===== config.mk =====
export PLATFORM = sky130hd
export DESIGN_NAME = zip_local_header_walker
export DESIGN_NICKNAME = d
export VERILOG_FILES = /design/src/sv/zlhw_pkg.sv /design/src/sv/zlhw_parse.sv /design/src/sv/zlhw_outq.sv /design/src/sv/zip_local_header_walker.sv
export SDC_FILE = /design/constraint.sdc
export NUM_CORES = 1
export LEC_CHECK = 0
export BUFFER_PORTS_ARGS = -buffer_cell sky130_fd_sc_hd__buf_4
export CELL_PAD_IN_SITES_DETAIL_PLACEMENT = 1
export CELL_PAD_IN_SITES_GLOBAL_PLACEMENT = 1
export CORE_AREA = 2 2 214 322
export DETAILED_ROUTE_END_ITERATION = 7
export DIE_AREA = 0 0 216 324
export PLACE_DENSITY_LB_ADDON = 0.15
export SYNTH_ARGS = -nofsm -noshare
export SYNTH_HDL_FRONTEND = slang
export SYNTH_HIERARCHICAL = 1
export SYNTH_SLANG_ARGS = --single-unit

===== constraint.sdc =====
create_clock -name clk -period 13.2 [get_ports clk]
set_input_delay 0.66 -clock clk [delete_from_list [all_inputs] [get_ports clk]]
set_output_delay 0.66 -clock clk [all_outputs]
set_load 0.01 [all_outputs]

===== src/sv/zlhw_pkg.sv =====
package zlhw_pkg;

    // Result kinds, as carried on the master tuser
    typedef enum logic [1:0] {
        KIND_ENTRY   = 2'd0,
        KIND_NAME    = 2'd1,
        KIND_BAD_SIG = 2'd2,
        KIND_END     = 2'd3
    } kind_t;

    // Local file header signature, 'P' 'K' 3 4
    localparam logic [7:0] SIG_BYTE [4] = '{8'h50, 8'h4B, 8'h03, 8'h04};

    localparam int IN_TDATA_W  = 8;
    localparam int OUT_TDATA_W = 176;

    // Everything one input word can produce: an optional first result
    // (entry, filename byte or bad signature) and an optional end result.
    // The end result shares the held fields of the first one.
    typedef struct packed {
        logic        has_first;
        kind_t       first_kind;
        logic [7:0]  name_char;
        logic        has_end;
        logic        truncated;
        logic [31:0] entry_offset;
        logic [15:0] name_length;
        logic [15:0] extra_length;
        logic [31:0] packed_size;
        logic [31:0] unpacked_size;
        logic [31:0] entry_count;
    } rec_t;

    // One result word on the master side
    typedef struct packed {
        kind_t       kind;
        logic        last;
        logic [31:0] entry_offset;
        logic [15:0] name_length;
        logic [15:0] extra_length;
        logic [31:0] packed_size;
        logic [31:0] unpacked_size;
        logic [7:0]  name_char;
        logic [31:0] entry_count;
        logic        truncated;
    } res_t;

endpackage


===== src/sv/zlhw_parse.sv =====
module zlhw_parse
(
    input  logic           clk,
    input  logic           rst_n,
    input  logic           step,
    input  logic [7:0]     data_byte,
    input  logic           end_of_stream,
    output logic           rec_valid,
    output zlhw_pkg::rec_t rec
);
    import zlhw_pkg::*;

    typedef enum logic [1:0] {
        PH_HEADER,
        PH_NAME,
        PH_SKIP,
        PH_DEAD
    } phase_t;

    localparam logic [4:0] OFS_SIG_LAST = 5'd3;
    localparam logic [4:0] OFS_PACKED   = 5'd18;
    localparam logic [4:0] OFS_UNPACKED = 5'd22;
    localparam logic [4:0] OFS_NAME     = 5'd26;
    localparam logic [4:0] OFS_EXTRA    = 5'd28;
    localparam logic [4:0] OFS_HDR_LAST = 5'd29;

    phase_t      phase_reg,     phase_next;
    logic [4:0]  hdr_idx_reg,   hdr_idx_next;
    logic        sig_good_reg,  sig_good_next;
    logic [15:0] name_len_reg,  name_len_next;
    logic [15:0] extra_len_reg, extra_len_next;
    logic [31:0] packed_reg,    packed_next;
    logic [31:0] unpacked_reg,  unpacked_next;
    logic [32:0] skip_reg,      skip_next;
    logic [15:0] name_left_reg, name_left_next;
    logic [31:0] pos_reg,       pos_next;
    logic [31:0] start_reg,     start_next;
    logic [31:0] count_reg,     count_next;

    always_comb
    begin
        phase_next     = phase_reg;
        hdr_idx_next   = hdr_idx_reg;
        sig_good_next  = sig_good_reg;
        name_len_next  = name_len_reg;
        extra_len_next = extra_len_reg;
        packed_next    = packed_reg;
        unpacked_next  = unpacked_reg;
        skip_next      = skip_reg;
        name_left_next = name_left_reg;
        start_next     = start_reg;
        count_next     = count_reg;
        pos_next       = pos_reg + 32'd1;

        rec            = '0;
        rec.first_kind = KIND_ENTRY;

        unique case (phase_reg)
            PH_HEADER:
            begin
                // clear the held fields at the first header byte
                if (hdr_idx_reg == '0)
                begin
                    start_next     = pos_reg;
                    sig_good_next  = 1'b1;
                    name_len_next  = '0;
                    extra_len_next = '0;
                    packed_next    = '0;
                    unpacked_next  = '0;
                end
                if (hdr_idx_reg <= OFS_SIG_LAST)
                begin
                    if (data_byte != SIG_BYTE[hdr_idx_reg[1:0]])
                        sig_good_next = 1'b0;
                end
                else if (hdr_idx_reg >= OFS_PACKED && hdr_idx_reg < OFS_UNPACKED)
                    packed_next[{hdr_idx_reg[1:0] + 2'd2, 3'b000} +: 8] = data_byte;
                else if (hdr_idx_reg >= OFS_UNPACKED && hdr_idx_reg < OFS_NAME)
                    unpacked_next[{hdr_idx_reg[1:0] + 2'd2, 3'b000} +: 8] = data_byte;
                else if (hdr_idx_reg >= OFS_NAME && hdr_idx_reg < OFS_EXTRA)
                    name_len_next[{hdr_idx_reg[0], 3'b000} +: 8] = data_byte;
                else if (hdr_idx_reg >= OFS_EXTRA)
                    extra_len_next[{hdr_idx_reg[0], 3'b000} +: 8] = data_byte;

                if (hdr_idx_reg == OFS_SIG_LAST && !sig_good_next)
                begin
                    rec.has_first  = 1'b1;
                    rec.first_kind = KIND_BAD_SIG;
                    phase_next     = PH_DEAD;
                    hdr_idx_next   = '0;
                end
                else if (hdr_idx_reg >= OFS_HDR_LAST)
                begin
                    count_next     = count_reg + 32'd1;
                    rec.has_first  = 1'b1;
                    rec.first_kind = KIND_ENTRY;
                    hdr_idx_next   = '0;
                    name_left_next = name_len_next;
                    skip_next      = {17'd0, extra_len_next} + {1'b0, packed_next};
                    if (name_len_next != '0)
                        phase_next = PH_NAME;
                    else if (skip_next != '0)
                        phase_next = PH_SKIP;
                    else
                        phase_next = PH_HEADER;
                end
                else
                    hdr_idx_next = hdr_idx_reg + 5'd1;
            end
            PH_NAME:
            begin
                rec.has_first  = 1'b1;
                rec.first_kind = KIND_NAME;
                rec.name_char  = data_byte;
                name_left_next = name_left_reg - 16'd1;
                if (name_left_next == '0)
                    phase_next = (skip_reg != '0) ? PH_SKIP : PH_HEADER;
            end
            PH_SKIP:
            begin
                skip_next = skip_reg - 33'd1;
                if (skip_next == '0)
                    phase_next = PH_HEADER;
            end
            PH_DEAD:
            begin
            end
            default:
            begin
            end
        endcase

        rec.entry_offset  = start_next;
        rec.name_length   = name_len_next;
        rec.extra_length  = extra_len_next;
        rec.packed_size   = packed_next;
        rec.unpacked_size = unpacked_next;
        rec.entry_count   = count_next;

        if (end_of_stream)
        begin
            rec.has_end   = 1'b1;
            rec.truncated = (phase_next == PH_NAME) || (phase_next == PH_SKIP) ||
                            (phase_next == PH_HEADER && hdr_idx_next != '0);
            // start over for a new stream
            phase_next     = PH_HEADER;
            hdr_idx_next   = '0;
            sig_good_next  = 1'b1;
            name_len_next  = '0;
            extra_len_next = '0;
            packed_next    = '0;
            unpacked_next  = '0;
            skip_next      = '0;
            name_left_next = '0;
            pos_next       = '0;
            start_next     = '0;
            count_next     = '0;
        end

        rec_valid = step && (rec.has_first || rec.has_end);
    end

    always_ff @(posedge clk or negedge rst_n)
    begin
        if (!rst_n)
        begin
            phase_reg     <= PH_HEADER;
            hdr_idx_reg   <= '0;
            sig_good_reg  <= 1'b1;
            name_len_reg  <= '0;
            extra_len_reg <= '0;
            packed_reg    <= '0;
            unpacked_reg  <= '0;
            skip_reg      <= '0;
            name_left_reg <= '0;
            pos_reg       <= '0;
            start_reg     <= '0;
            count_reg     <= '0;
        end
        else if (step)
        begin
            phase_reg     <= phase_next;
            hdr_idx_reg   <= hdr_idx_next;
            sig_good_reg  <= sig_good_next;
            name_len_reg  <= name_len_next;
            extra_len_reg <= extra_len_next;
            packed_reg    <= packed_next;
            unpacked_reg  <= unpacked_next;
            skip_reg      <= skip_next;
            name_left_reg <= name_left_next;
            pos_reg       <= pos_next;
            start_reg     <= start_next;
            count_reg     <= count_next;
        end
    end

endmodule


===== src/sv/zlhw_outq.sv =====
module zlhw_outq
(
    input  logic           clk,
    input  logic           rst_n,
    input  logic           push,
    input  zlhw_pkg::rec_t push_rec,
    output logic           in_ready,
    output logic           out_valid,
    input  logic           out_ready,
    output zlhw_pkg::res_t out_res
);
    import zlhw_pkg::*;

    rec_t head_reg, head_next;
    rec_t tail_reg, tail_next;
    logic head_vld_reg, head_vld_next;
    logic tail_vld_reg, tail_vld_next;
    logic sub_reg, sub_next;       // first result of the head already sent
    logic show_first;
    logic pop;

    assign in_ready  = !tail_vld_reg;
    assign out_valid = head_vld_reg;

    always_comb
    begin
        show_first            = head_reg.has_first && !sub_reg;
        out_res.entry_offset  = head_reg.entry_offset;
        out_res.name_length   = head_reg.name_length;
        out_res.extra_length  = head_reg.extra_length;
        out_res.packed_size   = head_reg.packed_size;
        out_res.unpacked_size = head_reg.unpacked_size;
        out_res.entry_count   = head_reg.entry_count;
        if (show_first)
        begin
            out_res.kind      = head_reg.first_kind;
            out_res.name_char = head_reg.name_char;
            out_res.truncated = 1'b0;
            out_res.last      = !head_reg.has_end;
        end
        else
        begin
            out_res.kind      = KIND_END;
            out_res.name_char = '0;
            out_res.truncated = head_reg.truncated;
            out_res.last      = 1'b1;
        end
        pop = head_vld_reg && out_ready && out_res.last;
    end

    always_comb
    begin
        head_next     = head_reg;
        tail_next     = tail_reg;
        head_vld_next = head_vld_reg;
        tail_vld_next = tail_vld_reg;
        sub_next      = sub_reg;

        if (pop)
        begin
            // advance the tail into the head
            head_next     = tail_reg;
            head_vld_next = tail_vld_reg;
            tail_vld_next = 1'b0;
            sub_next      = 1'b0;
        end
        else if (head_vld_reg && out_ready)
            sub_next = 1'b1;

        if (push)
        begin
            if (!head_vld_next)
            begin
                head_next     = push_rec;
                head_vld_next = 1'b1;
            end
            else
            begin
                tail_next     = push_rec;
                tail_vld_next = 1'b1;
            end
        end
    end

    always_ff @(posedge clk or negedge rst_n)
    begin
        if (!rst_n)
        begin
            head_vld_reg <= 1'b0;
            tail_vld_reg <= 1'b0;
            sub_reg      <= 1'b0;
        end
        else
        begin
            head_vld_reg <= head_vld_next;
            tail_vld_reg <= tail_vld_next;
            sub_reg      <= sub_next;
        end
    end

    always_ff @(posedge clk)
    begin
        head_reg <= head_next;
        tail_reg <= tail_next;
    end

endmodule


===== src/sv/zip_local_header_walker.sv =====
// Channel   Dir  Word                                   Marks
// s_axis    in   tdata: data_byte                       tlast: end_of_stream
// m_axis    out  tdata: result fields, tuser: kind      tlast: final result of the word
//
// One archive byte is taken per cycle while the result queue can accept it. Header
// capture, signature check, name and skip counting are all computed combinationally
// from the byte and the walker state. Each byte yields zero, one or two results;
// a two-entry result queue parts the two sides, so a word is taken whenever its
// tail slot is free. A byte that yields two results holds the head until both go out.
// Reset clears the walker to the header phase and empties the queue.
// Master stalls back up through the queue into s_axis_tready; nothing is dropped.
module zip_local_header_walker
(
    input  logic                                   clk,
    input  logic                                   rst_n,
    input  logic                                   s_axis_tvalid,
    output logic                                   s_axis_tready,
    input  logic [zlhw_pkg::IN_TDATA_W-1:0]        s_axis_tdata,  // [7:0] data_byte
    input  logic                                   s_axis_tlast,  // end_of_stream
    output logic                                   m_axis_tvalid,
    input  logic                                   m_axis_tready,
    // [31:0] entry_offset, [47:32] name_length, [63:48] extra_length,
    // [95:64] packed_size, [127:96] unpacked_size, [135:128] name_char,
    // [167:136] entry_count, [168] truncated, [175:169] zero
    output logic [zlhw_pkg::OUT_TDATA_W-1:0]       m_axis_tdata,
    output logic [1:0]                             m_axis_tuser,  // [1:0] kind
    output logic                                   m_axis_tlast   // last result of the byte
);
    import zlhw_pkg::*;

    logic step;
    logic rec_valid;
    rec_t rec;
    res_t res;

    // take a byte on every handshake
    assign step = s_axis_tvalid && s_axis_tready;

    zlhw_parse u_parse
    (
        .clk           (clk),
        .rst_n         (rst_n),
        .step          (step),
        .data_byte     (s_axis_tdata),
        .end_of_stream (s_axis_tlast),
        .rec_valid     (rec_valid),
        .rec           (rec)
    );

    // hold results until the master takes them
    zlhw_outq u_outq
    (
        .clk       (clk),
        .rst_n     (rst_n),
        .push      (rec_valid),
        .push_rec  (rec),
        .in_ready  (s_axis_tready),
        .out_valid (m_axis_tvalid),
        .out_ready (m_axis_tready),
        .out_res   (res)
    );

    // pack the result word, first field lowest
    assign m_axis_tdata = {7'd0,
                           res.truncated,
                           res.entry_count,
                           res.name_char,
                           res.unpacked_size,
                           res.packed_size,
                           res.extra_length,
                           res.name_length,
                           res.entry_offset};
    assign m_axis_tuser = res.kind;
    assign m_axis_tlast = res.last;

endmodule

# [Yosys cells after proc, flatten, opt, wreduce, memory -nomap -nowiden]
# Cells that the tools add are included.
# Widths: inputs -> output; s select.
[classes] add_sub_neg=9 n_mul=0 n_div=0 n_lt_le_gt_ge=10 eq_ne=8 shifts=4 n_mux=93 bitwise_logic=1 reduce_logical=34
[op_table] operator="$mux 32" count=22
[op_table] operator="$mux 173" count=3
[op_table] operator="$mux 16" count=22
[op_table] operator="$mux 33" count=3
[op_table] operator="$pmux 33 s2" count=1
[op_table] operator="$reduce_bool 33->1" count=2
[op_table] operator="$add 32x1->32 const B" count=2
[op_table] operator="$bwmux 32" count=2
[op_table] operator="$add 16x32->33" count=1
[op_table] operator="$logic_not 33->1" count=1
[op_table] operator="$sub 33x1->33 const B" count=1
[op_table] operator="$bwmux 16" count=2
[op_table] operator="$mux 8" count=4
[op_table] operator="$pmux 16 s2" count=1
[op_table] operator="$shift 8x7->32 const A" count=1
[op_table] operator="$shiftx 8x7->32" count=1
[op_table] operator="$ge 5x5->1 const B" count=5
[op_table] operator="$mux 5" count=4
[op_table] operator="$mux 2" count=9
[op_table] operator="$bmux 8 s2" count=1
[op_table] operator="$logic_not 16->1" count=1
[op_table] operator="$reduce_bool 16->1" count=1
[op_table] operator="$shift 8x6->16 const A" count=1
[op_table] operator="$shiftx 8x6->16" count=1
[op_table] operator="29 further kinds" count=67
[word_totals] reg_bits=598 latchBits=0 ramBits=0 mem_bits_ro=0 in_bits=13 output_inout_bits=181 word_cells=196 n_memories=0

# [Logic depth before layout (Yosys ltp)]
[logic_depth] word_depth=24 mapped_depth=30 mapped_depth_nobuf=24

# [By module]
# Netlist, hierarchy kept.
[modules_own_cells] module="zlhw_parse" n_inst=1 cells_per_inst=2003 area_per_inst_um2=16712.3 seq_area_each_um2=6232.2
[modules_own_cells] module="zlhw_outq" n_inst=1 cells_per_inst=1404 area_per_inst_um2=15267.1 seq_area_each_um2=8733.4
[modules_own_cells] module="zip_local_header_walker" n_inst=1 cells_per_inst=9 area_per_inst_um2=62.6 seq_area_each_um2=0.0

# [Worst setup path after synthesis]
# OpenSTA, ideal clock, no wires.
[synth_timing] path_kind="register to register" startpoint="reg u_parse.hdr_idx_reg[0]" endpoint="reg u_outq/tail_reg[0] (netlist bit), enable pin" arrival_time_ps=9942 t_required_ps=12491 path_slack_ps=2548 path_stages_with_launch=16 n_path_buf=4 synth_period_minus_slack_ps=10652 cell_sequence="dfrtp_1 -> clkbuf_1 -> inv_1 -> ha_1 -> clkbuf_1 -> nor3_1 -> a21oi_1 -> nor3_1 -> a211o_1 -> a21oi_1 -> nor2_1 -> nor2_1 -> inv_1 -> clkbuf_1 -> clkbuf_1 -> nor2_1"
[synth_rtl] element="start, declared" line_no="zlhw_parse.sv:28" rtl="logic [4:0] hdr_idx_reg, hdr_idx_next;"
[synth_rtl] element="start signal, assigned" line_no="zlhw_parse.sv:183" rtl="hdr_idx_reg <= hdr_idx_next;"
[synth_rtl] element="end signal, assigned" line_no="zlhw_outq.sv:104" rtl="tail_reg <= tail_next;"
[synth_rtl] element="end, declared" line_no="zlhw_outq.sv:15" rtl="rec_t tail_reg, tail_next;"

==> impl_metrics.ini <==
[sta]
setup-tns-final_ns = 0
min_period_over_period = 0.5714
drv_slew = 0
fmax_mhz = 132.6
timing.final.hold_violations = 0
finClkSkew_ns = 0.01747
setup_viol = 0
worst_slew_pin_slew_ns = 1.290
slew_headroom = 0.1400
min_period_ns = 7.542
rsz0062_at_grt = false

[synth]
yosys_warnings = 6
syn_inst = 3416
synth_edf_count = 173
synth_xor_area_frac = 0.02624
synth.top_cell.area_share = 0.1960
ys_types = 86
synth_top_family_by_area = compound AO/OA/AOI/OAI gates
synth_area_leaders = dfrtp_1 (20%), edfxtp_1 (16%), dfxtp_1 (11%)
async_flop_share = 0.4214
synth_compound_area_frac = 0.2422
avgSynthCellArea_um2 = 9.380
synthAdderAreaFrac = 0.01195
ys_seq_area_frac = 0.4671
synthFlopType = dfrtp_1
syn_area_um2 = 32040
ys_ff_latch = 598
synth_simple_gate_area_frac = 0.1444
synthMuxAreaShare = 0.01585
yosys.area.top_type = dfrtp_1

[cells_and_area]
final_common_cell = o21ai_0
nets = 3248
drive_gt1_frac = 0.1256
largest_register_ffs = 173
final_cell_mix = o21ai_0 (332), nand2_1 (263), dfrtp_1 (250)
fin_util = 0.5099
area_growth_pct = 7.165

[setup_path]
crit_type = register to register
worstSetupStartpointType = register
crit_chain = inv_1 > ha_1 > or4b_2 > buf_4 > and3_1 > a21oi_1 > inv_1 > ha_1 > a211oi_1 > o31a_1 > a2111oi_0 > o31a_1 > o21ai_0 > xor2_1 > a2111oi_0 > nand4_1 > a31oi_1 > ha_1 > a211oi_1 > a31oi_1 > a2111oi_0 > a31oi_1
cp_max_fo = 65
cp-end-kind = register
slowest_delay_ns = 1.06
r2r_start = u_parse/hdr_idx_reg[0]
r2r_slack_ns = 5.66
critPathTopFamily = compound AO/OA/AOI/OAI gates
r2r.worst_path.cells = 22
worstPathRequired_ns = 13.70
rr_endpoint = u_outq/head_reg[160]
worst-path-buf-inv = 3
cpMaxStageDelayCell = a2111oi_0
cp.arrival_ns = 8.04

[power_and_ir_drop]
leakagePower_uw = 0.01363
peakVddDrop_uv = 142.8
power_density_nw_per_um2 = 204.2

[die]
row_count = 117
die_h_um = 324
core_um2 = 67340
die_w_um = 216
dieArea_um2 = 69980
start_util = 0.4758
pin_count = 194

[detailed_routing]
drt_iter0_markers = 2004
postRouteAntennaNets = 0
drt-vias-per-instance = 6.627
drc = 0
dr.pass1.iters = 5
num_vias = 27500
avgRoutedWirePerCell_um = 26.92
totalWireLength_um = 111700

[min_path]
hold_path_end = u_parse/start_reg[14]
min_path_type = register to register
min_path_cells = 1
hold_path.startpoint = u_parse/start_reg[14]

[clocking]
cts_tree = done
h-tree-depth = 2
cts_buffers = 59
clockRootBuffer = clkbuf_16
worst_skew_pair.late_latency_ns = 0.66
clock_sinks = 598
clk_pin_slew_ns = 0.07
clk_path_buf_depth = 3

[global_route]
antenna_found_initial = 2
grt_pass1_wl_um = 173000
grt_pass1_vias = 28750
grt.total_usage = 0.3135
grt.overflow.total = 0
grt_max_degree = 153

[place]
place_hpwl_um = 71600
portBuffers = 186
gp_congestion = 0.8864

[run]
maxCapViolCount = 0

[status]
status = completed
==> logic make-up (layout without fill, tap and decap cells) <==
family,after synthesis,after routing
AOI/OAI and AO/OA,1148,1148
xor gates and xnor gates,96,96
adders and majority gates,30,30
buffers and inverters,565,399
DFF,598,598
muxes,46,46
other,1,9
and+or+nand+nor,932,932
==> how the worst max path moves through the flow <==
stage                                start                   end  slack, ns  cells after the start
global route        u_parse/hdr_idx_reg[0]  u_outq/head_reg[160]       5.13                     23
finish              u_parse/hdr_idx_reg[0]  u_outq/head_reg[160]       5.66                     22
CTS                 u_parse/hdr_idx_reg[0]  u_outq/head_reg[160]       5.65                     22
floorplan           u_parse/hdr_idx_reg[0]    u_outq/tail_reg[0]       2.55                     15
global placement    u_parse/hdr_idx_reg[0]  u_outq/head_reg[160]       5.92                     22
detailed placement  u_parse/hdr_idx_reg[0]  u_outq/head_reg[160]       5.68                     22
==> area by class of cell <==
class                      count  area (µm²)
clock buffer                  85        1748
multi-input combinational   2259       14210
clock inverter                27       317.8
tap                          892        1116
timing repair buffer         229        1742
fill                        7516       33000
antenna                        2       5.005
inverter                      58       227.7
sequential                   598       14970
==> per-stage QoR <==
stage	cells	total power, µW	hold WS, ns	cell area (µm²)	setup WS (ns)
after CTS	4148	7031	0.5081	34330	5.646
after floorplan	3422	4448	0.3644	32060	2.548
after global routing	4150	7354	0.5194	34340	5.125
after global placement	4035	5113	0.4806	32260	5.922
final	4150	7012	0.5037	34340	5.658
after detailed placement	4035	5196	0.4916	32260	5.678
==> metal layers <==
metal	global-route usage	vias up	wire length [µm]
met5	0	-	0
met2	0.5626	875	57360
met3	0.03113	279	4866
li1	-	12220	-
met1	0.3679	14130	43230
met4	0.1726	0	6245
==> where the power goes <==
part | internal (µW) | switching [µW]
combinational | 859 | 1760
clock | 1040 | 779
sequential | 2300 | 272
==> what timing repair did <==
action | 4_1_cts | 5_1_grt
buffers inserted | 0 | 0
hold buffers | 1 | 0
resized for setup | 0 | 0
hold endpoints to repair | 6 | 0
==> Yosys cell counts (22+ instances only) <==
cell,count
o21ai_0,332
a21oi_1,80
mux2_2,38
nor3_1,41
xor2_1,50
o21ai_1,36
ha_1,29
a2111oi_0,176
clkbuf_1,268
a22o_1,178
buf_2,37
nand2_1,265
nand3_1,233
and2_1,28
nor2_1,150
a31oi_1,207
xnor2_1,46
edfxtp_1,173
or3_1,22
and3_1,48
nand4_1,36
buf_4,168
dfxtp_1,173
dfrtp_1,251
inv_1,58
==> worst reg2reg max path: stages, from the launching register on <==
cell       delay [ns]
dfrtp_1          0.54
inv_1            0.31
ha_1             0.26
or4b_2           0.59
buf_4            0.38
and3_1           0.35
a21oi_1          0.24
inv_1            0.08
ha_1             0.29
a211oi_1         0.10
o31a_1           0.37
a2111oi_0        1.06
o31a_1           0.45
o21ai_0          0.18
xor2_1           0.20
a2111oi_0        0.39
nand4_1          0.28
a31oi_1          0.28
ha_1             0.28
a211oi_1         0.22
a31oi_1          0.15
a2111oi_0        0.33
a31oi_1          0.07
No activity file was read; power rests on OpenSTA's default activity.
